## config.mk

```make
export PLATFORM = sky130hd
export DESIGN_NAME = lacc_cfg
export DESIGN_NICKNAME = d
export VERILOG_FILES = /design/src/hw/rtl/lacc_pkg.sv /design/src/hw/rtl/lacc_cfg.sv
export SDC_FILE = /design/constraint.sdc
export NUM_CORES = 1
export LEC_CHECK = 0
export BUFFER_PORTS_ARGS = -buffer_cell sky130_fd_sc_hd__buf_2
export CAP_MARGIN = 15
export CORE_UTILIZATION = 43
export DETAILED_ROUTE_END_ITERATION = 6
export PLACE_DENSITY = 0.87
export SYNTH_ARGS = -nofsm -noshare
export SYNTH_HDL_FRONTEND = slang
export SYNTH_SLANG_ARGS = --single-unit
```

## constraint.sdc

```tcl
create_clock -name clk -period 1.85 [get_ports clk]
set_clock_uncertainty 0.2 [all_clocks]
set_input_delay 0.2775 -clock clk [delete_from_list [all_inputs] [get_ports clk]]
set_output_delay 0.2775 -clock clk [all_outputs]
set_load 0.005 [all_outputs]
```

## src/hw/rtl/lacc_pkg.sv

```systemverilog
`default_nettype none

package lacc_pkg;

  localparam int MAX_LINES = 1024;
  localparam int MAX_WAYS  = 16;
  localparam int LINE_AW   = $clog2(MAX_LINES);
  localparam int IDX_W     = LINE_AW + 2;
  localparam int LINES_W   = LINE_AW + 1;
  localparam int AGE_W     = 5;
  localparam int BYTE_AW   = 20;
  localparam int SUM_W     = BYTE_AW + 1;
  localparam int PADDR_W   = 5;
  localparam int PDATA_W   = 32;

  localparam logic [3:0]         LSZ_MAX       = 4'd8;
  localparam logic [3:0]         SETS_LOG2_MAX = 4'(LINE_AW);
  localparam logic [3:0]         RESET_LSZ     = 4'd6;
  localparam logic [3:0]         RESET_SETS    = 4'd6;
  localparam logic [AGE_W-1:0]   RESET_WAYS    = AGE_W'(4);
  localparam logic [LINES_W-1:0] RESET_LINES   = LINES_W'(MAX_LINES);

  typedef enum logic [1:0] {
    OP_ACCESS     = 2'd0,
    OP_FORCE      = 2'd1,
    OP_INVALIDATE = 2'd2
  } op_t;

  typedef enum logic [2:0] {
    ST_MISS      = 3'd0,
    ST_HIT       = 3'd1,
    ST_BEYOND    = 3'd2,
    ST_UNTRACKED = 3'd3,
    ST_DONE      = 3'd4
  } status_t;

  typedef enum logic [2:0] {
    REG_LINE_SIZE = 3'd0,
    REG_SET_COUNT = 3'd1,
    REG_WAYS      = 3'd2,
    REG_MUST_MODE = 3'd3,
    REG_LINES     = 3'd4
  } reg_idx_t;

  typedef struct packed {
    logic [3:0]         lsz;
    logic [3:0]         sets_log2;
    logic [AGE_W-1:0]   ways;
    logic               must;
    logic [LINES_W-1:0] lines;
  } cfg_t;

  typedef struct packed {
    logic               wr_en;
    logic [LINE_AW-1:0] wr_addr;
    logic [AGE_W-1:0]   wr_data;
    logic               rd_en;
    logic [LINE_AW-1:0] rd_addr;
  } mem_req_t;

endpackage

`default_nettype wire

```

## src/hw/rtl/lacc_cfg.sv

```systemverilog
`default_nettype none

module lacc_cfg (
  input  logic                            clk,
  input  logic                            rst_n,
  input  logic                            psel,
  input  logic                            penable,
  input  logic                            pwrite,
  input  logic [lacc_pkg::PADDR_W-1:0]    paddr,
  input  logic [lacc_pkg::PDATA_W-1:0]    pwdata,
  output logic [lacc_pkg::PDATA_W-1:0]    prdata,
  output logic                            pready,
  output lacc_pkg::cfg_t                  cfg
);

  logic [3:0]                      lsz_r;
  logic [3:0]                      sets_r;
  logic [lacc_pkg::AGE_W-1:0]      ways_r;
  logic                            must_r;
  logic [lacc_pkg::LINES_W-1:0]    lines_r;
  logic                            wr_en;
  lacc_pkg::reg_idx_t              idx;

  assign pready = 1'b1;
  assign wr_en  = psel && penable && pwrite;
  assign idx    = lacc_pkg::reg_idx_t'(paddr[4:2]);

  always_ff @(posedge clk) begin
    if (!rst_n) begin
      lsz_r   <= lacc_pkg::RESET_LSZ;
      sets_r  <= lacc_pkg::RESET_SETS;
      ways_r  <= lacc_pkg::RESET_WAYS;
      must_r  <= 1'b0;
      lines_r <= lacc_pkg::RESET_LINES;
    end else if (wr_en) begin
      case (idx)
        lacc_pkg::REG_LINE_SIZE: lsz_r   <= pwdata[3:0];
        lacc_pkg::REG_SET_COUNT: sets_r  <= pwdata[3:0];
        lacc_pkg::REG_WAYS:      ways_r  <= pwdata[lacc_pkg::AGE_W-1:0];
        lacc_pkg::REG_MUST_MODE: must_r  <= pwdata[0];
        lacc_pkg::REG_LINES:     lines_r <= pwdata[lacc_pkg::LINES_W-1:0];
        default: begin
        end
      endcase
    end
  end

  always_comb begin
    case (idx)
      lacc_pkg::REG_LINE_SIZE: prdata = lacc_pkg::PDATA_W'(lsz_r);
      lacc_pkg::REG_SET_COUNT: prdata = lacc_pkg::PDATA_W'(sets_r);
      lacc_pkg::REG_WAYS:      prdata = lacc_pkg::PDATA_W'(ways_r);
      lacc_pkg::REG_MUST_MODE: prdata = lacc_pkg::PDATA_W'(must_r);
      lacc_pkg::REG_LINES:     prdata = lacc_pkg::PDATA_W'(lines_r);
      default:                 prdata = '0;
    endcase
  end

  // Out-of-range settings are clamped to the nearest supported value.
  always_comb begin
    cfg.lsz       = (lsz_r > lacc_pkg::LSZ_MAX) ? lacc_pkg::LSZ_MAX : lsz_r;
    cfg.sets_log2 = (sets_r > lacc_pkg::SETS_LOG2_MAX) ? lacc_pkg::SETS_LOG2_MAX : sets_r;
    if (ways_r == '0) begin
      cfg.ways = lacc_pkg::AGE_W'(1);
    end else if (ways_r > lacc_pkg::AGE_W'(lacc_pkg::MAX_WAYS)) begin
      cfg.ways = lacc_pkg::AGE_W'(lacc_pkg::MAX_WAYS);
    end else begin
      cfg.ways = ways_r;
    end
    cfg.must  = must_r;
    cfg.lines = (lines_r > lacc_pkg::LINES_W'(lacc_pkg::MAX_LINES)) ?
                lacc_pkg::LINES_W'(lacc_pkg::MAX_LINES) : lines_r;
  end

endmodule

`default_nettype wire

```

==> After elaboration in Yosys (flattened, before gate mapping) <==
Cells that the tools add are included.
Widths: inputs -> output; s select.
{ "totals": {"latch_bits": 0, "output_inout_bits": 58, "ramBits": 0, "rom_bits": 0, "n_memories": 0, "wordCells": 28, "register_bits": 25, "input_bits": 42} }
{ "op_classes": {"shifts": 0, "div_mod_pow": 0, "n_bitwise": 0, "reduce_logical": 9, "eq_ne": 4, "order_cmp": 4, "muxes": 6, "n_addsub": 0, "multipliers": 0} }
{ "ops": {"columns": ["op", "count"], "rows": [
  ["$pmux 11 s5", 1],
  ["$gt 11x11->1 const B", 1],
  ["$mux 11", 1],
  ["$mux 5", 2],
  ["$reduce_and 2->1", 5],
  ["$gt 4x4->1 const B", 2],
  ["$mux 4", 2],
  ["$eq 3x2->1 const B", 2],
  ["$gt 5x5->1 const B", 1],
  ["$logic_not 5->1", 1],
  ["$eq 3x1->1 const B", 1],
  ["$eq 3x3->1 const B", 1],
  ["$logic_not 3->1", 1],
  ["$logic_and 1x1->1", 2]
]} }

==> Longest topological paths before layout <==
Gate-level depths: netlist (run 1).
{ "logic_depth": {"ltp_word": 3, "mapped_depth": 6, "ltp_nobuf": 3} }

==> Worst setup path before layout (run 1) <==
No wires, ideal clock.
{ "synth_timing": {"path_kind": "input to output", "from": "in paddr[4] in the netlist's numbering", "to": "out prdata[10] in the netlist's numbering", "required_time_ns": 1.372, "slack_ns": 0.169, "path_buffers": 1, "stages": 3, "arrival_ns": 1.203, "cell_sequence": "clkbuf_1 nor3b_1 and2_2"} }
{ "synth_between": {"elab_chain_len": 2, "word_cells_on_any_way": 6, "classes_between": "eq/ne (4); mux (1); reduce/logical (1)"} }
{ "synth_rtl": {"columns": ["item", "line", "rtl"], "rows": [
  ["start, declared", "lacc_cfg.sv:9", "input logic [lacc_pkg::PADDR_W-1:0] paddr,"],
  ["$eq 3x3->1, or another cell as far along", "lacc_cfg.sv:49", "case (idx)"],
  ["$pmux 11 s5 *", "lacc_cfg.sv:49", null],
  ["end, declared", "lacc_cfg.sv:11", "output logic [lacc_pkg::PDATA_W-1:0] prdata,"]
]} }
Every way passes the cells marked *; elsewhere a longest branch is shown, timed or not.

==> Final worst setup path (run 1) <==
{ "layout_timing": {"from": "reg sets_r[1]", "to": "out prdata[1] in the netlist's numbering"} }
{ "layout_between": {"elab_chain_len": 1} }
{ "layout_rtl": {"columns": ["item", "line", "rtl"], "rows": [
  ["start, declared", "lacc_cfg.sv:17", "logic [3:0] sets_r;"],
  ["start signal, assigned", "lacc_cfg.sv:31", "sets_r <= lacc_pkg::RESET_SETS;"],
  ["start signal, assigned", "lacc_cfg.sv:38", "lacc_pkg::REG_SET_COUNT: sets_r <= pwdata[3:0];"],
  ["$pmux 11 s5", "lacc_cfg.sv:49", null]
]} }
No other way between the ends.

==> results.yml, run 1 <==
sta:
  timing_max_transition_violations_final: 0
  finalHoldViolCount: 0
  fmax_mhz: 598
  holdWs_ps: 54.9
  setup_viol: 0
  min_period_over_period_pct: 90.4
  setup_repair_after_global_routing_missed_its_margin: "false"
  period_minus_slack_ps: 1670
  timing.setup.tns_ps: 0
yosys:
  synthAdderAreaFrac_pct: 0
  syn-cell-area_um2: 1580
  ys_ff_latch: 25
  netlist-cell-type-count: 28
  post_synth_mux_area_share_pct: 15.2
  synth_area_per_cell_um2: 8.33
  synth_simple_gate_area_share_pct: 26.8
  synth_top_cells_by_area: "dfxtp_1 32%, mux2i_1 15%, buf_4 11%, nor2b_1 7.9%, nand2_1 7.4%"
  synth_compound_gate_area_share_pct: 9.01
  yosysTopAreaCell: "dfxtp_1"
  synth_seq_area_share_pct: 31.6
  synth_top_family_by_area: "simple AND/OR/NAND/NOR gates"
  synth_xor_area_share_pct: 0
  number_of_warning_messages_in_the_yosys_log: 0
  number_of_standard_cells_after_synthesis: 190
  synth_largest_type_area_fraction_pct: 31.6
critical_path:
  startpoint_type_of_the_worst_setup_path: "flip-flop"
  critPathKind: "flip-flop to output pin"
  critical_path_required_ps: 1370
  end_kind: "output pin"
  path_max_fanout: 4
  r2r_slack_ps: 810
  worst_ep_arrival_time_ps: 1190
final_layout:
  layout-area-overhead-vs-synth_pct: 14.4
  fin_util_pct: 52.6
  antennaDiodeCount: 0
  nets: 275
  layout-drive-gt1-share_pct: 29.7
power:
  max-vdd-ir-drop_v: 0.000276
  leakage_power_of_the_design_nw: 0.847
  pwr_density_cell_nw_per_um2: 540
clock_tree:
  clock-sinks: 25
  clock_tree.htree_level_count: 1
  worst_skew_pair.late_latency_ps: 260
  clock-root-buffer: "clkbuf_8"
  cts_tree: "yes"
  cts_post_setup_buffers_inserted: 0
  cts_inserted_buffers: 3
  clkSlewWorstSetupHoldPaths_ps: 90
  clk_path_buf_depth: 2
floorplan:
  die_h_um: 62.7
  coreArea_um2: 3440
  design.die.area_um2: 3930
  floorplan.initialDensity_pct: 46.0
  core_rows: 21
  io_pins: 100
  fp.dieW_um: 62.7
global_route:
  groute.layer.met3.usage_pct: 3.83
  grt.total_usage_pct: 16.5
  globalRouteMet2Util_pct: 26.0
  first_global_vias: 1135
  antenna_found_initial: 0
  grt_first_pass_wirelength_um: 5230
  grt_start_max_net_pins: 24
  met1_usage_pct: 21.9
  global_route.peak_usage_layer: "met2"
  globalRoute.totalOverflow: 0
drt:
  route.detailed.vias_per_inst: 4.78
  detailedRoute.firstPassIterationCount: 4
  post_drt_wl_per_cell_um: 11.6
  number_of_antenna_violating_nets_in_the_routed_design: 0
  postRouteWirelength_um: 3220
  drc_violations_left: 0
  dr_total_vias: 1329
  drt_iter0_drc: 62
placed_design:
  port_buffers: 54
  post-dp-hpwl_um: 2480
  finalWeightedCongestion: 0.837
outcome:
  outcome: "complete, no violations"
job:
  max_cap_violations: 0
worst_hold_path:
  hp-class: "primary input to flip-flop"
==> cells by family after synthesis <==
kind of cell / after synthesis
simple gates: 76
compound gates: 22
flops: 25
other cells: 2
mux: 24
buf+inv: 41
==> worst max-delay path: stages (launching register included) <==
cell     delay, ps
dfxtp_1        380
mux2i_1        100
o21a_1         170
o21ai_1        140
buf_2          130
==> synthesized netlist by cell type <==
| master | number |
|---|---|
| a21o_1 | 1 |
| a21oi_1 | 1 |
| and2_1 | 1 |
| and2_2 | 6 |
| buf_2 | 1 |
| buf_4 | 24 |
| buf_6 | 3 |
| clkbuf_1 | 11 |
| conb_1 | 2 |
| dfxtp_1 | 25 |
| inv_1 | 2 |
| mux2i_1 | 24 |
| nand2_1 | 31 |
| nand2b_1 | 1 |
| nand3b_1 | 6 |
| nand4_1 | 1 |
| nand4b_4 | 1 |
| nor2_1 | 3 |
| nor2b_1 | 20 |
| nor3_1 | 1 |
| nor3b_1 | 2 |
| o211ai_1 | 6 |
| o21a_1 | 2 |
| o21ai_0 | 9 |
| o311ai_0 | 2 |
| o31ai_1 | 1 |
| or2_1 | 2 |
| or2_2 | 1 |
==> what timing repair did <==
item | 4_1_cts | 5_1_grt
endpoints found under the setup margin | 0 | 1
hold buffers | 0 | 0
gates resized for setup | 0 | 1
==> layout by cell type, fill, tap and decap left out, types with 3 or more instances in the layout <==
cell type / n
dfxtp_1: 25
o21ai_0: 8
nor2b_1: 20
o211ai_1: 6
nor2_1: 3
conb_1: 22
buf_2: 54
clkbuf_8: 3
nand3b_1: 6
nand2_1: 31
mux2i_1: 24
and2_2: 6
==> per-layer routing <==
| metal | up-vias | routed length, um |
|---|---|---|
| met4 | 0 | 44 |
| met3 | 6 | 205 |
| met2 | 54 | 1470 |
| met1 | 601 | 1490 |
| li1 | 668 | - |
| met5 | - | 0 |
==> sequential cells by signal (all words and copies together) (netlist names) <==
register	cells
lines_r	11
must_r	1
lsz_r	4
sets_r	4
ways_r	5
==> final cells by class <==
type	count	area [um2]
multi-input cells	144	895
fillers	356	1630
inverters	2	7.51
clock buffers	4	45.0
repair buffers	57	305
flip-flops and latches	25	500
well taps	46	57.6
==> through the flow <==
stage,total power (W),instance area (um2),instances,setup WS (ps)
after global placement,0.000673,1770,274,208
after floorplan,0.000665,1660,210,169
final,0.000977,1810,278,178
after detailed placement,0.000675,1770,274,185
after CTS,0.000980,1810,278,130
after global routing,0.00102,1810,278,33.8
==> path summary, 6_finish.rpt <==
kind / start / to / cells past startpoint
max: sets_r[1] / prdata[1] / 4
min: pwdata[8] / lines_r[8] / 3
max reg2reg: lines_r[10] / lines_r[10] / 2
min reg2reg: lines_r[6] / lines_r[6] / 2
==> report_power, final <==
part | internal [W] | switching [W] | leakage [nW]
Clock | 0.000154 | 0.000161 | 0.0228
Sequential | 0.000542 | 0.00000460 | 0.202
Combinational | 0.0000478 | 0.0000685 | 0.623
Total | 0.000744 | 0.000234 | 0.847
No activity file was read; power rests on OpenSTA's default activity.
==> run 2, diff against run 1 <==
--- a/config.mk
+++ b/config.mk
@@ -7,9 +7,11 @@
 export LEC_CHECK = 0
 export BUFFER_PORTS_ARGS = -buffer_cell sky130_fd_sc_hd__buf_2
 export CAP_MARGIN = 15
-export CORE_UTILIZATION = 43
+export CELL_PAD_IN_SITES_DETAIL_PLACEMENT = 1
+export CELL_PAD_IN_SITES_GLOBAL_PLACEMENT = 1
+export CORE_UTILIZATION = 29
 export DETAILED_ROUTE_END_ITERATION = 6
-export PLACE_DENSITY = 0.87
+export PLACE_DENSITY = 0.86
 export SYNTH_ARGS = -nofsm -noshare
 export SYNTH_HDL_FRONTEND = slang
 export SYNTH_SLANG_ARGS = --single-unit
==> results.yml, run 2 (synthesized netlist as in run 1, its figures left out) <==
drt:
  number_of_antenna_violating_nets_in_the_routed_design: 0
  drc_violations_left: 0
  drt_iter0_drc: 54
  dr_total_vias: 1392
  postRouteWirelength_um: 4050
  detailedRoute.firstPassIterationCount: 4
  route.detailed.vias_per_inst: 4.56
  post_drt_wl_per_cell_um: 13.3
global_route:
  grt_start_max_net_pins: 23
  antenna_found_initial: 0
  grt_first_pass_wirelength_um: 6200
  globalRoute.totalOverflow: 0
  grt.total_usage_pct: 14.5
  first_global_vias: 1303
floorplan:
  die_h_um: 75.9
  design.die.area_um2: 5760
  coreArea_um2: 5170
  core_rows: 26
  io_pins: 100
  fp.dieW_um: 75.9
  floorplan.initialDensity_pct: 30.6
critical_path:
  worst_ep_arrival_time_ps: 1220
  critPathKind: "flip-flop to output pin"
  end_kind: "output pin"
  r2r_start: "lines_r[10]"
  launching_element_of_the_worst_setup_path: "sets_r[1]"
  startpoint_type_of_the_worst_setup_path: "flip-flop"
  critical_path_required_ps: 1370
  slowest_stage: "dfxtp_1"
  worst_path_cell_trace: "mux2i_1, o21a_1, o21ai_0, buf_2"
  worst_path_largest_cell_delay_ps: 410
  path_max_fanout: 4
sta:
  finalHoldViolCount: 0
  timing.setup.tns_ps: 0
  timing_max_transition_violations_final: 0
  min_period_over_period_pct: 91.8
  final.setup.worst_slack_ps: 153
  fmax_mhz: 589
  setup_viol: 0
  setup_repair_after_global_routing_missed_its_margin: "false"
  period_minus_slack_ps: 1700
placed_design:
  pre_cts_ws_ps: 193
  post-dp-hpwl_um: 3180
  finalWeightedCongestion: 0.859
  placed_cell_areas_um2: 1830
  port_buffers: 54
final_layout:
  layout-area-overhead-vs-synth_pct: 18.5
  stdcell_area_um2: 1880
  layout-drive-gt1-share_pct: 30.6
  biggestRegsByFlops: "lines_r x11, ways_r x5"
  most_flop_heavy_register: "lines_r"
  fin_util_pct: 36.3
  antennaDiodeCount: 0
  largest_register_ffs: 11
  layout_commonest_cell: "buf_2"
  nets: 278
  commonest_cells_after_routing_fill_and_taps_aside: "54 x buf_2, 31 x nand2_1, 25 x dfxtp_1"
clock_tree:
  worst_skew_pair.late_latency_ps: 260
  clkSlewWorstSetupHoldPaths_ps: 90
  cts_tree: "yes"
  cts_post_setup_buffers_inserted: 0
  clk_path_buf_depth: 2
  clock-root-buffer: "clkbuf_8"
  clock-sinks: 25
  ctsHoldBuffers: 0
  cts_inserted_buffers: 3
  clock_tree.htree_level_count: 1
  post_cts_resized: 0
power:
  leakage_power_of_the_design_nw: 0.864
  internal_power_w: 0.000748
  power.share.switching_pct: 24.8
  logic_pwr_share_pct: 12.7
  pwr_density_cell_nw_per_um2: 531
  clock_power_share_pct: 32.3
  net_switching_w: 0.000247
  max-vdd-ir-drop_v: 0.000215
  sequentialPowerShare_pct: 55.0
worst_hold_path:
  hp-class: "primary input to flip-flop"
  hold_path.startpoint: "pwdata[9]"
job:
  max_cap_violations: 0
outcome:
  outcome: "complete, no violations"
run 2: changes by cell type in the layout (fill, tap and decap cells not counted), sizes merged:
| cell | delta |
|---|---|
| buf | +3 |
run 2: worst paths after layout:
path / cells after the start / end / slack (ps)
setup reg to reg: 2 / lines_r[10] / 770
setup / recovery: 4 / prdata[1] / 150
hold / removal: 3 / lines_r[9] / 50
hold reg to reg: 2 / lines_r[6] / 270
run 2: critical path: cells and delay by family (launching register included):
| family | cells | cell delay [ps] |
|---|---|---|
| DFF | 1 | 410 |
| AOI/OAI and AO/OA | 2 | 300 |
| buffers and inverters | 1 | 140 |
| muxes | 1 | 100 |
run 2: layer usage:
metal  share of wire [%]  track usage, %
met5                   0               0
met4                0.54            3.70
met3                 5.4            2.12
met2                  47            24.4
met1                  47            19.5
run 2: final cells by class:
cell class	instances	area [um2]
Fill cell	652	3300
Multi-Input combinational cell	144	895
Sequential cell	25	500
Timing Repair Buffer	60	340
Tap cell	70	87.6
Clock buffer	4	45.0
Inverter	2	7.51
run 2: power groups by stage:
stage                     sequential (W)  combinational (W)  clock, W
after global routing            0.000548           0.000141  0.000359
after CTS                       0.000547           0.000127  0.000336
final                           0.000547           0.000127  0.000321
after floorplan                 0.000558           0.000108         0
after detailed placement        0.000560           0.000126         0
after global placement          0.000559           0.000124         0
run 2: metrics by stage:
stage | hold slack (ps) | power [W] | std cells
after CTS | 47.9 | 0.00101 | 305
after global placement | 249 | 0.000683 | 301
final | 49.5 | 0.000995 | 305
after global routing | 52.6 | 0.00105 | 305
after detailed placement | 265 | 0.000686 | 301
after floorplan | 220 | 0.000665 | 210
==> run 3, diff against run 2 <==
--- a/config.mk
+++ b/config.mk
@@ -11,7 +11,7 @@
 export CELL_PAD_IN_SITES_GLOBAL_PLACEMENT = 1
 export CORE_UTILIZATION = 29
 export DETAILED_ROUTE_END_ITERATION = 6
-export PLACE_DENSITY = 0.86
+export PLACE_DENSITY_LB_ADDON = 0.1
 export SYNTH_ARGS = -nofsm -noshare
 export SYNTH_HDL_FRONTEND = slang
 export SYNTH_SLANG_ARGS = --single-unit
==> results.yml, run 3 (synthesized netlist as in run 1, its figures left out) <==
outcome:
  outcome: "complete, no violations"
critical_path:
  end_kind: "output pin"
  path_max_fanout: 4
  startpoint_type_of_the_worst_setup_path: "flip-flop"
  worst_ep_arrival_time_ps: 1230
  worst_path_largest_cell_delay_ps: 380
  worst_setup_path_endpoint: "prdata[1]"
  rr_endpoint: "lines_r[10]"
  r2r_start: "lines_r[10]"
  critical_path_required_ps: 1370
  worst_path_cell_trace: "mux2i_1, o21a_1, o21ai_0, buf_2"
  critPathKind: "flip-flop to output pin"
  r2r_slack_ps: 930
  slowest_stage: "dfxtp_1"
  launching_element_of_the_worst_setup_path: "sets_r[1]"
  worst-r2r-cell-count: 2
sta:
  setup_repair_after_global_routing_missed_its_margin: "false"
  holdWs_ps: 38.5
  timing.setup.tns_ps: 0
  fmax_mhz: 587
  setup_viol: 0
  timing_max_transition_violations_final: 0
  period_minus_slack_ps: 1700
  min_period_over_period_pct: 92.0
  finalHoldViolCount: 0
final_layout:
  most_flop_heavy_register: "lines_r"
  layout_commonest_cell: "buf_2"
  largest_register_ffs: 11
  layout-drive-gt1-share_pct: 31.2
  nets: 280
  layout-area-overhead-vs-synth_pct: 17.9
  layout.cells.non_filler: 307
  flip_flop_and_latch_area_um2: 500
  num-fill-cells: 656
  antennaDiodeCount: 0
  area_of_the_multi_input_gates_um2: 895
  commonest_cells_after_routing_fill_and_taps_aside: "54 x buf_2, 31 x nand2_1, 25 x dfxtp_1"
  biggestRegsByFlops: "lines_r x11, ways_r x5"
  stdcell_area_um2: 1870
placed_design:
  port_buffers: 54
  finalWeightedCongestion: 0.674
  placed_cell_areas_um2: 1820
  post-dp-hpwl_um: 3150
  place.detailed.instances: 303
drt:
  postRouteWirelength_um: 4040
  drc_violations_left: 0
  detailedRoute.firstPassIterationCount: 2
  route.detailed.vias_per_inst: 4.37
  number_of_antenna_violating_nets_in_the_routed_design: 0
  dr_total_vias: 1342
  post_drt_wl_per_cell_um: 13.2
  drt_iter0_drc: 21
clock_tree:
  clock_tree.htree_level_count: 1
  cts_inserted_buffers: 3
  clock-root-buffer: "clkbuf_8"
  clkSlewWorstSetupHoldPaths_ps: 90
  cts_tree: "yes"
  worst_skew_pair.late_latency_ps: 270
  cts_post_setup_buffers_inserted: 0
  clk_path_buf_depth: 2
  clock-sinks: 25
  post_cts_resized: 0
  ctsHoldBuffers: 0
global_route:
  first_global_vias: 1316
  antenna_found_initial: 0
  grt_first_pass_wirelength_um: 6410
  grt_start_max_net_pins: 14
  globalRoute.totalOverflow: 0
  grt.total_usage_pct: 15.2
floorplan:
  fp.dieW_um: 75.9
  coreArea_um2: 5170
  die_h_um: 75.9
  floorplan.initialDensity_pct: 30.6
  design.die.area_um2: 5760
  io_pins: 100
  core_rows: 26
power:
  max-vdd-ir-drop_v: 0.000208
  pwr_density_cell_nw_per_um2: 539
  leakage_power_of_the_design_nw: 0.865
job:
  max_cap_violations: 0
worst_hold_path:
  hp-class: "primary input to flip-flop"
-- run 3: changes by cell type in the layout (fill, tap and decap cells not counted), sizes merged --
| cell | previous run | this run |
|---|---|---|
| buf | 60 | 62 |
-- run 3: metal layers --
metal	global-route usage, %	vias to the layer above	routed length, um
met1	19.6	621	1920
met3	2.65	4	201
met5	0	-	0
li1	-	671	-
met4	5.56	0	39
met2	25.5	46	1880
-- run 3: layout make-up --
| class | count | share of cell area [%] |
|---|---|---|
| flip-flops and latches | 25 | 26.8 |
| well taps | 70 | 4.69 |
| inverters | 2 | 0.402 |
| repair buffers | 62 | 17.7 |
| clock buffers | 4 | 2.41 |
| multi-input cells | 144 | 48.0 |
-- run 3: worst min-delay path by stage --
stage	cells past startpoint	from	slack, ps	to
6_report	3	pwdata[6]	40	lines_r[6]
5_1_grt	3	pwdata[6]	40	lines_r[6]
3_3_place_gp	2	lines_r[9]	260	lines_r[9]
2_1_floorplan	2	pwdata[5]	220	lines_r[5]
3_5_place_dp	2	lines_r[6]	260	lines_r[6]
4_1_cts	3	pwdata[8]	30	lines_r[8]
-- run 3: metrics by stage --
step	total power, W	worst slack [ps]	utilization [%]
finish	0.00101	147	36.1
CTS	0.00102	133	36.1
detailed placement	0.000683	213	35.2
global placement	0.000682	202	35.2
floorplan	0.000665	169	-
global route	0.00106	42.5	36.1
-- run 3: worst max-delay path: cells and delay by family (launching register included) --
| family | cells | cell delay, ps |
|---|---|---|
| buffers and inverters | 1 | 140 |
| AOI/OAI and AO/OA | 2 | 330 |
| muxes | 1 | 100 |
| DFF | 1 | 380 |
-- run 3: power breakdown --
part	internal [W]	leakage (nW)	switching, W
Clock	0.000154	0.0228	0.000182
Combinational	0.0000499	0.641	0.0000725
Sequential	0.000542	0.202	0.00000443
