### src/hw/rtl/lacc_pkg.sv
`default_nettype none

package lacc_pkg;

  localparam int MAX_LINES = 1024;
  localparam int MAX_WAYS  = 16;
  localparam int LINE_AW   = $clog2(MAX_LINES);
  localparam int IDX_W     = LINE_AW + 2;
  localparam int LINES_W   = LINE_AW + 1;
  localparam int AGE_W     = 5;
  localparam int BYTE_AW   = 20;
  localparam int SUM_W     = BYTE_AW + 1;
  localparam int PADDR_W   = 5;
  localparam int PDATA_W   = 32;

  localparam logic [3:0]         LSZ_MAX       = 4'd8;
  localparam logic [3:0]         SETS_LOG2_MAX = 4'(LINE_AW);
  localparam logic [3:0]         RESET_LSZ     = 4'd6;
  localparam logic [3:0]         RESET_SETS    = 4'd6;
  localparam logic [AGE_W-1:0]   RESET_WAYS    = AGE_W'(4);
  localparam logic [LINES_W-1:0] RESET_LINES   = LINES_W'(MAX_LINES);

  typedef enum logic [1:0] {
    OP_ACCESS     = 2'd0,
    OP_FORCE      = 2'd1,
    OP_INVALIDATE = 2'd2
  } op_t;

  typedef enum logic [2:0] {
    ST_MISS      = 3'd0,
    ST_HIT       = 3'd1,
    ST_BEYOND    = 3'd2,
    ST_UNTRACKED = 3'd3,
    ST_DONE      = 3'd4
  } status_t;

  typedef enum logic [2:0] {
    REG_LINE_SIZE = 3'd0,
    REG_SET_COUNT = 3'd1,
    REG_WAYS      = 3'd2,
    REG_MUST_MODE = 3'd3,
    REG_LINES     = 3'd4
  } reg_idx_t;

  typedef struct packed {
    logic [3:0]         lsz;
    logic [3:0]         sets_log2;
    logic [AGE_W-1:0]   ways;
    logic               must;
    logic [LINES_W-1:0] lines;
  } cfg_t;

  typedef struct packed {
    logic               wr_en;
    logic [LINE_AW-1:0] wr_addr;
    logic [AGE_W-1:0]   wr_data;
    logic               rd_en;
    logic [LINE_AW-1:0] rd_addr;
  } mem_req_t;

endpackage

`default_nettype wire

### src/hw/rtl/lacc_ctrl.sv
`default_nettype none

module lacc_ctrl (
  input  logic                            clk,
  input  logic                            rst_n,
  input  lacc_pkg::cfg_t                  cfg,
  input  logic                            in_valid,
  output logic                            in_ready,
  input  logic [1:0]                      in_operation,
  input  logic [lacc_pkg::BYTE_AW-1:0]    in_var_base,
  input  logic [lacc_pkg::BYTE_AW-1:0]    in_var_end,
  input  logic [lacc_pkg::BYTE_AW-1:0]    in_offset,
  output logic                            out_valid,
  input  logic                            out_ready,
  output logic [2:0]                      out_status,
  output logic [lacc_pkg::AGE_W-1:0]      out_age_before,
  output lacc_pkg::mem_req_t              mem_req,
  input  logic [lacc_pkg::AGE_W-1:0]      mem_rd_data
);

  typedef enum logic [10:0] {
    SX_CLEAR  = 11'b00000000001,
    SX_IDLE   = 11'b00000000010,
    SX_ADDR   = 11'b00000000100,
    SX_CHECK  = 11'b00000001000,
    SX_TRACK  = 11'b00000010000,
    SX_RDLINE = 11'b00000100000,
    SX_SWEEP  = 11'b00001000000,
    SX_FSETUP = 11'b00010000000,
    SX_FRANGE = 11'b00100000000,
    SX_FILL   = 11'b01000000000,
    SX_DONE   = 11'b10000000000
  } state_t;

  state_t                              state_r, state_nxt;
  logic [lacc_pkg::IDX_W-1:0]          idx_r, idx_nxt;
  logic                                out_valid_r, out_valid_nxt;

  logic [lacc_pkg::BYTE_AW-1:0]        base_r, base_nxt;
  logic [lacc_pkg::BYTE_AW-1:0]        vend_r, vend_nxt;
  logic [lacc_pkg::BYTE_AW-1:0]        off_r, off_nxt;
  logic [lacc_pkg::SUM_W-1:0]          addr_r, addr_nxt;
  logic [lacc_pkg::SUM_W-1:0]          line_full_r, line_full_nxt;
  logic                                empty_r, empty_nxt;
  logic [lacc_pkg::LINE_AW-1:0]        line_r, line_nxt;
  logic [lacc_pkg::LINE_AW-1:0]        pend_r, pend_nxt;
  logic [lacc_pkg::LINES_W-1:0]        limit_r, limit_nxt;
  logic [lacc_pkg::AGE_W-1:0]          fill_r, fill_nxt;
  logic [lacc_pkg::AGE_W-1:0]          age_r, age_nxt;
  lacc_pkg::status_t                   res_status_r, res_status_nxt;
  logic [lacc_pkg::AGE_W-1:0]          res_age_r, res_age_nxt;
  lacc_pkg::status_t                   out_status_r, out_status_nxt;
  logic [lacc_pkg::AGE_W-1:0]          out_age_r, out_age_nxt;

  logic [lacc_pkg::IDX_W-1:0]          step;
  logic [lacc_pkg::LINE_AW-1:0]        set_mask;
  logic [lacc_pkg::LINES_W-1:0]        limit_v;
  logic [lacc_pkg::AGE_W-1:0]          new_age;
  logic                                do_age;

  assign in_ready       = (state_r == SX_IDLE);
  assign out_valid      = out_valid_r;
  assign out_status     = out_status_r;
  assign out_age_before = out_age_r;

  assign step     = lacc_pkg::IDX_W'(1) << cfg.sets_log2;
  assign set_mask = lacc_pkg::LINE_AW'(step - lacc_pkg::IDX_W'(1));

  assign limit_v = (line_full_r >= lacc_pkg::SUM_W'(cfg.lines)) ? cfg.lines :
                   lacc_pkg::LINES_W'(line_full_r) + lacc_pkg::LINES_W'(1);

  // Lines of the set no older than the accessed line move one step toward
  // eviction; in must mode lines of exactly that age stay where they are.
  assign do_age  = (mem_rd_data <= age_r) && !((mem_rd_data == age_r) && cfg.must) &&
                   (mem_rd_data < cfg.ways);
  assign new_age = (pend_r == line_r) ? '0 :
                   do_age ? mem_rd_data + lacc_pkg::AGE_W'(1) : mem_rd_data;

  always_comb begin
    state_nxt      = state_r;
    idx_nxt        = idx_r;
    out_valid_nxt  = out_valid_r && !out_ready;
    base_nxt       = base_r;
    vend_nxt       = vend_r;
    off_nxt        = off_r;
    addr_nxt       = addr_r;
    line_full_nxt  = line_full_r;
    empty_nxt      = empty_r;
    line_nxt       = line_r;
    pend_nxt       = pend_r;
    limit_nxt      = limit_r;
    fill_nxt       = fill_r;
    age_nxt        = age_r;
    res_status_nxt = res_status_r;
    res_age_nxt    = res_age_r;
    out_status_nxt = out_status_r;
    out_age_nxt    = out_age_r;
    mem_req        = '0;

    case (state_r)
      SX_CLEAR: begin
        mem_req.wr_en   = 1'b1;
        mem_req.wr_addr = idx_r[lacc_pkg::LINE_AW-1:0];
        mem_req.wr_data = lacc_pkg::RESET_WAYS;
        idx_nxt         = idx_r + lacc_pkg::IDX_W'(1);
        if (idx_r == lacc_pkg::IDX_W'(lacc_pkg::MAX_LINES - 1)) begin
          idx_nxt   = '0;
          state_nxt = SX_IDLE;
        end
      end
      SX_IDLE: begin
        if (in_valid) begin
          base_nxt       = in_var_base;
          vend_nxt       = in_var_end;
          off_nxt        = in_offset;
          res_status_nxt = lacc_pkg::ST_DONE;
          res_age_nxt    = cfg.ways;
          case (lacc_pkg::op_t'(in_operation))
            lacc_pkg::OP_ACCESS: state_nxt = SX_ADDR;
            lacc_pkg::OP_FORCE:  state_nxt = SX_FSETUP;
            lacc_pkg::OP_INVALIDATE: begin
              idx_nxt   = '0;
              limit_nxt = lacc_pkg::LINES_W'(lacc_pkg::MAX_LINES);
              fill_nxt  = cfg.ways;
              state_nxt = SX_FILL;
            end
            default: state_nxt = SX_DONE;
          endcase
        end
      end
      SX_ADDR: begin
        addr_nxt  = lacc_pkg::SUM_W'(base_r) + lacc_pkg::SUM_W'(off_r);
        state_nxt = SX_CHECK;
      end
      SX_CHECK: begin
        if (addr_r > lacc_pkg::SUM_W'(vend_r)) begin
          res_status_nxt = lacc_pkg::ST_BEYOND;
          state_nxt      = SX_DONE;
        end else begin
          line_full_nxt = addr_r >> cfg.lsz;
          state_nxt     = SX_TRACK;
        end
      end
      SX_TRACK: begin
        if (line_full_r >= lacc_pkg::SUM_W'(cfg.lines)) begin
          res_status_nxt = lacc_pkg::ST_UNTRACKED;
          state_nxt      = SX_DONE;
        end else begin
          line_nxt        = line_full_r[lacc_pkg::LINE_AW-1:0];
          mem_req.rd_en   = 1'b1;
          mem_req.rd_addr = line_full_r[lacc_pkg::LINE_AW-1:0];
          idx_nxt         = lacc_pkg::IDX_W'(line_full_r[lacc_pkg::LINE_AW-1:0] & set_mask);
          state_nxt       = SX_RDLINE;
        end
      end
      SX_RDLINE: begin
        age_nxt         = mem_rd_data;
        mem_req.rd_en   = 1'b1;
        mem_req.rd_addr = idx_r[lacc_pkg::LINE_AW-1:0];
        pend_nxt        = idx_r[lacc_pkg::LINE_AW-1:0];
        idx_nxt         = idx_r + step;
        state_nxt       = SX_SWEEP;
      end
      SX_SWEEP: begin
        mem_req.wr_en   = 1'b1;
        mem_req.wr_addr = pend_r;
        mem_req.wr_data = new_age;
        if (idx_r < lacc_pkg::IDX_W'(cfg.lines)) begin
          mem_req.rd_en   = 1'b1;
          mem_req.rd_addr = idx_r[lacc_pkg::LINE_AW-1:0];
          pend_nxt        = idx_r[lacc_pkg::LINE_AW-1:0];
          idx_nxt         = idx_r + step;
        end else begin
          res_status_nxt = (age_r < cfg.ways) ? lacc_pkg::ST_HIT : lacc_pkg::ST_MISS;
          res_age_nxt    = age_r;
          state_nxt      = SX_DONE;
        end
      end
      SX_FSETUP: begin
        addr_nxt      = lacc_pkg::SUM_W'(base_r >> cfg.lsz);
        line_full_nxt = lacc_pkg::SUM_W'(vend_r >> cfg.lsz);
        empty_nxt     = base_r > vend_r;
        state_nxt     = SX_FRANGE;
      end
      SX_FRANGE: begin
        if (empty_r || (addr_r >= lacc_pkg::SUM_W'(limit_v))) begin
          state_nxt = SX_DONE;
        end else begin
          idx_nxt   = lacc_pkg::IDX_W'(addr_r);
          limit_nxt = limit_v;
          fill_nxt  = '0;
          state_nxt = SX_FILL;
        end
      end
      SX_FILL: begin
        mem_req.wr_en   = 1'b1;
        mem_req.wr_addr = idx_r[lacc_pkg::LINE_AW-1:0];
        mem_req.wr_data = fill_r;
        idx_nxt         = idx_r + lacc_pkg::IDX_W'(1);
        if ((idx_r + lacc_pkg::IDX_W'(1)) >= lacc_pkg::IDX_W'(limit_r)) begin
          state_nxt = SX_DONE;
        end
      end
      SX_DONE: begin
        if (!out_valid_r || out_ready) begin
          out_valid_nxt  = 1'b1;
          out_status_nxt = res_status_r;
          out_age_nxt    = res_age_r;
          state_nxt      = SX_IDLE;
        end
      end
      default: state_nxt = SX_IDLE;
    endcase
  end

  always_ff @(posedge clk) begin
    if (!rst_n) begin
      state_r     <= SX_CLEAR;
      idx_r       <= '0;
      out_valid_r <= 1'b0;
    end else begin
      state_r     <= state_nxt;
      idx_r       <= idx_nxt;
      out_valid_r <= out_valid_nxt;
    end
  end

  always_ff @(posedge clk) begin
    base_r       <= base_nxt;
    vend_r       <= vend_nxt;
    off_r        <= off_nxt;
    addr_r       <= addr_nxt;
    line_full_r  <= line_full_nxt;
    empty_r      <= empty_nxt;
    line_r       <= line_nxt;
    pend_r       <= pend_nxt;
    limit_r      <= limit_nxt;
    fill_r       <= fill_nxt;
    age_r        <= age_nxt;
    res_status_r <= res_status_nxt;
    res_age_r    <= res_age_nxt;
    out_status_r <= out_status_nxt;
    out_age_r    <= out_age_nxt;
  end

  a_no_rw_collision: assert property (@(posedge clk) disable iff (!rst_n)
    mem_req.wr_en && mem_req.rd_en |-> mem_req.wr_addr != mem_req.rd_addr)
    else $error("memory read and write hit the same entry in one cycle");

  a_sweep_tracked: assert property (@(posedge clk) disable iff (!rst_n)
    state_r == SX_SWEEP |-> lacc_pkg::LINES_W'(pend_r) < cfg.lines)
    else $error("set sweep touched an untracked line");

  a_fill_bound: assert property (@(posedge clk) disable iff (!rst_n)
    state_r == SX_FILL |-> idx_r < lacc_pkg::IDX_W'(limit_r))
    else $error("fill pass ran past its limit");

  a_hit_age: assert property (@(posedge clk) disable iff (!rst_n)
    state_r == SX_DONE && res_status_r == lacc_pkg::ST_HIT |-> res_age_r < cfg.ways)
    else $error("hit reported for a line that is not cached");

endmodule

`default_nettype wire

### config.mk
export PLATFORM = sky130hd
export DESIGN_NAME = lacc_ctrl
export DESIGN_NICKNAME = d
export VERILOG_FILES = /design/src/hw/rtl/lacc_pkg.sv /design/src/hw/rtl/lacc_ctrl.sv
export SDC_FILE = /design/constraint.sdc
export NUM_CORES = 1
export LEC_CHECK = 0
export ABC_AREA = 1
export BUFFER_PORTS_ARGS = -buffer_cell sky130_fd_sc_hd__buf_2
export CAP_MARGIN = 20
export CORE_MARGIN = 2
export CORE_UTILIZATION = 40
export CTS_BUF_LIST = sky130_fd_sc_hd__clkbuf_8
export DETAILED_ROUTE_END_ITERATION = 16
export SLEW_MARGIN = 10
export SYNTH_ARGS = -nofsm -noshare
export SYNTH_HDL_FRONTEND = slang
export SYNTH_SLANG_ARGS = --single-unit
### constraint.sdc
create_clock -name clk -period 6 [get_ports clk]
set_clock_uncertainty 0.2 [all_clocks]
set_input_delay 1.2 -clock clk [delete_from_list [all_inputs] [get_ports clk]]
set_output_delay 1.2 -clock clk [all_outputs]
set_load 0.01 [all_outputs]
# Word-level counts from Yosys, hierarchy flattened
# Cells that the tools add are included.
# Widths: inputs -> output; s select.
totals:
  elab_cells: 142
  inputBits: 96
  ff_bits: 184
  out_inout_bits: 37
op_classes:
  bitwise: 2
  n_lt_le_gt_ge: 9
  addsub: 6
  n_eq_ne: 28
  n_shift: 4
  muxes: 48
  reduce_logical: 27
op_table:
  columns: ["op", "count"]
  rows:
  - ["$mux 11", 14]
  - ["$pmux 11 s11", 1]
  - ["$pmux 12 s7", 1]
  - ["$pmux 21 s2", 2]
  - ["$mux 12", 6]
  - ["$pmux 11 s3", 2]
  - ["$pmux 16 s3", 1]
  - ["$ge 21x11->1", 2]
  - ["$shr 20x4->21", 2]
  - ["$mux 5", 7]
  - ["$ne 2x2->1 const B", 11]
  - ["$pmux 11 s2", 1]
  - ["$add 20x20->21", 1]
  - ["$gt 21x20->1", 1]
  - ["$mux 21", 1]
  - ["$shr 21x4->21", 1]
  - ["$gt 20x20->1", 1]
  - ["$pmux 10 s2", 1]
  - ["$pmux 5 s2", 2]
  - ["$add 12x1->12 const B", 1]
  - ["$add 12x12->12", 1]
  - ["$eq 12x10->1 const B", 1]
  - ["$ge 12x11->1", 1]
  - ["$lt 12x11->1", 1]
  - ["40 further kinds", 61]

# Depth between registers and ports, before layout
# Gate-level depths: netlist of the first run.
depth:
  depth_word: 8
  mapped_depth: 30

# Worst setup path after synthesis of the first run
# Ideal clock, no wire load.
synth_timing:
  path_kind: "in2reg"
  from: "input port in_valid"
  to: "register base_r[0] (netlist name), enable pin"
  setup_ps: 478
  path_slack_ps: 1559
  arrival_time_ps: 3763
  required_time_ps: 5322
  stages: 2
  path_cell_list: "inv_1 -> nor2_1"
synth_via:
  elab_chain_len: 1
synth_lines:
  columns: ["element", "line_no", "rtl"]
  rows:
  - ["from (decl)", "lacc_ctrl.sv:7", "input logic in_valid,"]
  - ["$reduce_and 2->1 (no source line)", null, null]
  - ["to (signal assigned)", "lacc_ctrl.sv:229", "base_r <= base_nxt;"]
  - ["to (decl)", "lacc_ctrl.sv:39", "logic [lacc_pkg::BYTE_AW-1:0] base_r, base_nxt;"]
# No other way between the ends.
# A chain may end at the register's enable or synchronous reset.

==> results of run 1 <==
worst max-delay path, delay by kind of cell:
family / cells / cell delay, ns
compound gates: 1 / 0.27
buf+inv: 5 / 0.83
fa+ha+maj: 1 / 0.29
simple gates: 6 / 1.01
area by class of cell:
class / count / area [um2]
Fill cell: 3589 / 19000
Multi-Input combinational cell: 1351 / 7660
Sequential cell: 184 / 5290
Inverter: 240 / 901
Timing Repair Buffer: 137 / 718
Tap cell: 455 / 569
Clock buffer: 18 / 248
Clock inverter: 14 / 111
Antenna cell: 1 / 2.50
flip-flops by register name, indices dropped and copies added, names as in the netlist, 10 cells and up:
register	count
addr_r	21
pend_r	10
line_r	10
line_full_r	21
vend_r	20
state_r	11
limit_r	11
off_r	20
base_r	20
idx_r	12
placed cells by master (no fill, tap or decap), types with 5 or more instances in the layout:
| cell | netlist | layout |
|---|---|---|
| a21o_1 | 6 | 6 |
| a21oi_1 | 71 | 71 |
| a31oi_1 | 11 | 11 |
| buf_2 | 9 | 132 |
| clkbuf_8 | 0 | 18 |
| dfxtp_1 | 24 | 24 |
| edfxtp_1 | 160 | 160 |
| ha_1 | 131 | 131 |
| inv_1 | 229 | 229 |
| inv_2 | 10 | 10 |
| inv_6 | 0 | 6 |
| nand2_1 | 435 | 435 |
| nand2_2 | 5 | 5 |
| nand3_1 | 147 | 147 |
| nand3b_1 | 7 | 7 |
| nand4_1 | 35 | 35 |
| nor2_1 | 176 | 175 |
| nor2_4 | 6 | 7 |
| nor3_1 | 26 | 26 |
| nor4_1 | 5 | 5 |
| o211ai_1 | 34 | 34 |
| o211ai_2 | 9 | 9 |
| o21ai_0 | 98 | 98 |
| o21ai_1 | 39 | 39 |
| o21bai_1 | 6 | 6 |
| o221ai_1 | 7 | 7 |
| o22ai_1 | 15 | 15 |
| xor2_1 | 28 | 28 |
worst max-delay path by stage:
| stage | to | cells after the start | start | slack, ns |
|---|---|---|---|---|
| after floorplan | base_r[0] | 2 | in_valid | 1.56 |
| after global placement | limit_r[0] | 22 | cfg[10] | 0.76 |
| after detailed placement | limit_r[0] | 22 | cfg[10] | 0.68 |
| after CTS | mem_req[3] | 13 | cfg[10] | 0.98 |
| after global routing | mem_req[3] | 13 | cfg[10] | 0.81 |
| final | mem_req[3] | 13 | cfg[10] | 1.00 |
power by group:
group,switching (mW),internal [mW]
logic,0.962,0.466
registers,0.139,1.55
clock network,0.489,0.307
layer usage:
| layer | GRT usage, % | wire length, um |
|---|---|---|
| met1 | 30.4 | 18900 |
| met2 | 42.3 | 21100 |
| met3 | 3.75 | 2270 |
| met4 | 11.2 | 1870 |
| met5 | 0 | 0 |
cell families (layout without fill, tap and decap cells):
logic type      Yosys count  in the layout  share of synthesized area [%]
compound gates          315            315                           13.3
xor+xnor                 32             32                           1.99
fa+ha+maj               133            133                           11.9
buf+inv                 289            409                           8.01
flops                   184            184                           37.6
mux                       2              2                          0.142
other cells               0              1                              0
simple gates            869            869                           27.0
==> impl_metrics.ini, run 1 <==
[worst_setup_path]
cp.arrival_ns = 3.60
cp_cell_sequence = buf_2, inv_1, ha_1, nand2_1, inv_1, nor3_1, nand2_1, nor2_1, nand3_1, nor2_4, clkinv_1, o22ai_1, buf_2
crit_slowest_cell = nand3_1
reg2reg_depth = 18
r2r-end = limit_r[2]
crit_type = in -> out
critPathMaxFanout = 11
reg2reg_slack_ns = 1.46
cpPeakStageDelay_ns = 0.40
end_kind = primary output
rr_startpoint = line_full_r[4]
cp.required_ns = 4.60
worstSetupStartpointType = input pin

[clock_tree]
clock-root-buffer = clkbuf_8
clockBufferDepth = 2
clkSinkCount = 184
cts_resized = 0
clk_latency_ns = 0.49
postCtsHoldBufs = 0
cts.clk_slew.worst_paths_ns = 0.10
cts_tree = done
post-cts-setup-buffer-count = 0
cts_made_buffers = 17
htree_levels = 4

[detailed_routing]
wl_um = 44100
vias = 13005
antenna_left = 0
post_drt_wl_per_cell_um = 18.4
drt-vias-per-instance = 5.42
drt_pass1_iterations = 6
drc_errors = 0
drt-initial-drc-count = 982

[min_path]
whs_path_depth = 0
min_path_type = reg -> reg
hp-start = res_age_r[0]
hold-path-endpoint = out_age_before[0]

[die]
die_h_um = 192
initial_utilization_pct = 40.7
die_w_um = 192
core_um2 = 34500
rows = 68
die-area_um2 = 36700
io_pins = 133

[yosys]
ys.flop_type = edfxtp_1
synth_edf_count = 160
synth_cell_types = 57
synth_area_leader_cell = edfxtp_1
synth_common_cells = nand2_1, inv_1, nor2_1, edfxtp_1, nand3_1
synth.top_cell.area_share_pct = 34.2
syn_area_um2 = 14100
postSynthNetCount = 2053
synth-warning-count = 0
synthArstFlopShare_pct = 0
yosysMostFrequentCell = nand2_1
synth_cells = 1824
synth-seq-area-share_pct = 37.6
netlist_top_cells_area = edfxtp_1, ha_1, nand2_1
synth_seq_cells = 184
syn_avg_cell_area_um2 = 7.71

[placement]
portBuffers = 132
place_inst = 2367
post-place-ws_ns = 0.684
post-dp-hpwl_um = 34800
placed_area_um2 = 15100
place.gp.congestion = 0.961

[finish]
drive_gt1_share_pct = 11.2
fin_area_um2 = 15500
fin_util_pct = 44.9
syn2layout_area_growth_pct = 10.2
nNetsFinal = 2160
stdcell_count = 2400

[run]
cap_violations = 0

[sta]
hold_viol = 0
fmax_mhz = 200
drv_slew = 0
min_period_over_period_pct = 83.3
finalWorstSetupSlack_ns = 1.00
maxSlewHeadroom_pct = 30.2
tns_ns = 0
setup_violations = 0
holdWs_ns = 0.227
rsz0062_at_grt = false
fin_crit_ns = 5.00
worstMarginPinSlew_ns = 1.04

[global_routing]
grt_pass1_wl_um = 68300
grt_pass1_vias = 12554
gr-usage-all-layers_pct = 24.6
antenna_found_initial = 0
gr-total-overflow = 0
grt_start_max_net_pins = 62

[run_status]
status = finished clean

[power]
p_leak_nw = 7.20
total_power_mw = 3.91
p_per_area_nw_per_um2 = 252
ir_worst_vdd_v = 0.000183
No activity file was read; power rests on OpenSTA's default activity.
==> run 2, diff against run 1 <==
Settings changed: ABC_AREA 1 to 0.
Clock period 6 ns to 4.8 ns, I/O delays scaled along.
==> impl_metrics.ini, run 2 <==
[die]
die-area_um2 = 34100
io_pins = 133
initial_utilization_pct = 40.4
rows = 66
core_um2 = 32300
die_h_um = 185
die_w_um = 185

[power]
p_leak_nw = 6.33
power_frac_clock_pct = 31.1
swShare_pct = 28.7
total_power_mw = 3.49
ir_worst_vdd_v = 0.000190
p_per_area_nw_per_um2 = 236
seqPwrFrac_pct = 52.1
p_switching_mw = 1.00
internal_power_mw = 2.49
comb_power_share_pct = 16.8

[worst_setup_path]
rr_startpoint = line_full_r[0]
crit_type = in -> out
cp.required_ns = 3.64
critPathMaxFanout = 22
reg2reg_depth = 20
worstSetupStartpointType = input pin
end_kind = primary output
cp.arrival_ns = 3.38
crit_slowest_cell = a2111oi_1
worst-path-buf-inv = 5
cp_top_family = compound AO/OA/AOI/OAI gates
reg2reg_slack_ns = 0.54
cp_cell_sequence = buf_2, ha_1, nand2b_1, a2111oi_1, o21ai_0, a21oi_1, o2111ai_2, buf_12, buf_4, nor2_1, buf_12, a22o_1, buf_2
r2r-end = idx_r[6]
cpPeakStageDelay_ns = 0.37

[detailed_routing]
drt_pass1_iterations = 5
drt-initial-drc-count = 756
antenna_left = 0
post_drt_wl_per_cell_um = 19.0
drc_errors = 0
drt-vias-per-instance = 5.60
vias = 10698
wl_um = 36300

[placement]
post-dp-hpwl_um = 28400
portBuffers = 132
place.gp.congestion = 0.914
post-place-ws_ns = -0.181

[yosys]
netlist_top_cells_area = edfxtp_1, ha_1, mux2i_1
synth-warning-count = 0
ys.flop_type = edfxtp_1
synth_seq_cells = 184
synth_area_leader_cell = edfxtp_1
synth.top_cell.area_share_pct = 36.8
synth_common_cells = edfxtp_1, ha_1, nor2_1, nand2_1, a21oi_1
yosysMostFrequentCell = edfxtp_1
postSynthNetCount = 1544
syn_avg_cell_area_um2 = 9.92
syn_area_um2 = 13000
synth_edf_count = 160
synth-seq-area-share_pct = 40.5
synthArstFlopShare_pct = 0
synth_cells = 1315
synth_cell_types = 80

[clock_tree]
clkSinkCount = 184
cts_tree = done
htree_levels = 4
cts_made_buffers = 17
cts_resized = 0
post-cts-setup-buffer-count = 0
cts.clk_slew.worst_paths_ns = 0.10
clockBufferDepth = 2
clock-root-buffer = clkbuf_8
postCtsHoldBufs = 0
clk_latency_ns = 0.50

[global_routing]
grt_start_max_net_pins = 61
antenna_found_initial = 0
gr-total-overflow = 0
gr-usage-all-layers_pct = 21.7
grt_pass1_vias = 10516
grt_pass1_wl_um = 56200

[min_path]
whs_path_depth = 0
min_path_type = reg -> reg
hp-start = res_status_r[0]
hold-path-endpoint = out_status[0]

[finish]
syn2layout_area_growth_pct = 13.5
diodes = 0
reg_top3 = addr_r (21), line_full_r (21)
drive_gt1_share_pct = 17.0
final_cell_mix = edfxtp_1, buf_2, ha_1
nNetsFinal = 1685
final_common_cell = edfxtp_1

[sta]
maxSlewHeadroom_pct = 37.4
worstMarginPinSlew_ns = 0.938
min_period_over_period_pct = 94.6
finalWorstSetupSlack_ns = 0.260
fin_crit_ns = 4.54
hold_viol = 0
holdWs_ns = 0.229
setup_violations = 0
drv_slew = 0
fmax_mhz = 220

[run_status]
status = finished clean

[run]
cap_violations = 0
## run 2: cell count changes after synthesis, moves of 18 or more
| cell | before | now |
|---|---|---|
| nand2_1 | 435 | 101 |
| inv_1 | 229 | 70 |
| nand3_1 | 147 | 33 |
| mux2i_1 | 2 | 59 |
| nor2_1 | 176 | 121 |
| o21ai_1 | 39 | 0 |
| o21ai_0 | 98 | 67 |
| o211ai_1 | 34 | 4 |
| xnor2_1 | 4 | 33 |
| a22o_1 | 0 | 26 |
| a211oi_1 | 2 | 27 |
| a21o_1 | 6 | 27 |
| nand2b_1 | 0 | 20 |
| a21oi_1 | 71 | 89 |
## run 2: cells by family after synthesis
group	after synthesis	share of synthesized area [%]
buffers and inverters	128	4.10
DFF	184	40.5
AOI/OAI and AO/OA	332	17.0
xor gates and xnor gates	62	4.16
muxes	73	6.17
and+or+nand+nor	403	15.2
adders and majority gates	133	12.9
## run 2: metal layers
metal	track usage, %	part of all wire (%)	wire length [um]	up-vias
met5	0	0	0	-
met4	8.22	3.1	1110	0
met3	3.08	5.0	1820	65
met2	37.8	49	17700	336
met1	27.2	43	15600	5089
li1	-	-	-	5208
## run 2: worst max-delay path by stage
stage / from / slack (ns) / depth (start not counted) / endpoint
after floorplan: cfg[0] / 0.16 / 15 / fill_r[0]
after global placement: cfg[0] / -0.13 / 20 / idx_r[6]
after detailed placement: cfg[0] / -0.18 / 20 / idx_r[6]
after CTS: cfg[0] / 0.24 / 13 / mem_req[3]
after global routing: cfg[0] / -0.007 / 20 / idx_r[0]
final: cfg[0] / 0.26 / 13 / mem_req[4]
## run 2: final cells by class
type / instances / area [um2]
clock inverters: 15 / 173
well taps: 442 / 553
multi-input cells: 1003 / 7240
flip-flops and latches: 184 / 5290
fillers: 3098 / 17500
inverters: 73 / 287
repair buffers: 177 / 1040
clock buffers: 17 / 234
## run 2: per-stage QoR
stage	util [%]	TNS [ns]	cell area, um2	instances
floorplan	-	0	13000	1315
global placement	44.6	-1.18	14400	1879
detailed placement	44.6	-1.88	14400	1879
CTS	45.8	0	14800	1911
global route	45.9	-0.00915	14800	1911
finish	45.9	0	14800	1911
## run 2: power by group through the flow
stage,Combinational [mW],Sequential [mW],Clock (mW)
final,0.588,1.82,1.09
after global routing,0.651,1.82,1.18
after CTS,0.584,1.82,1.11
after detailed placement,0.581,1.86,0
after global placement,0.570,1.85,0
after floorplan,0.397,1.83,0
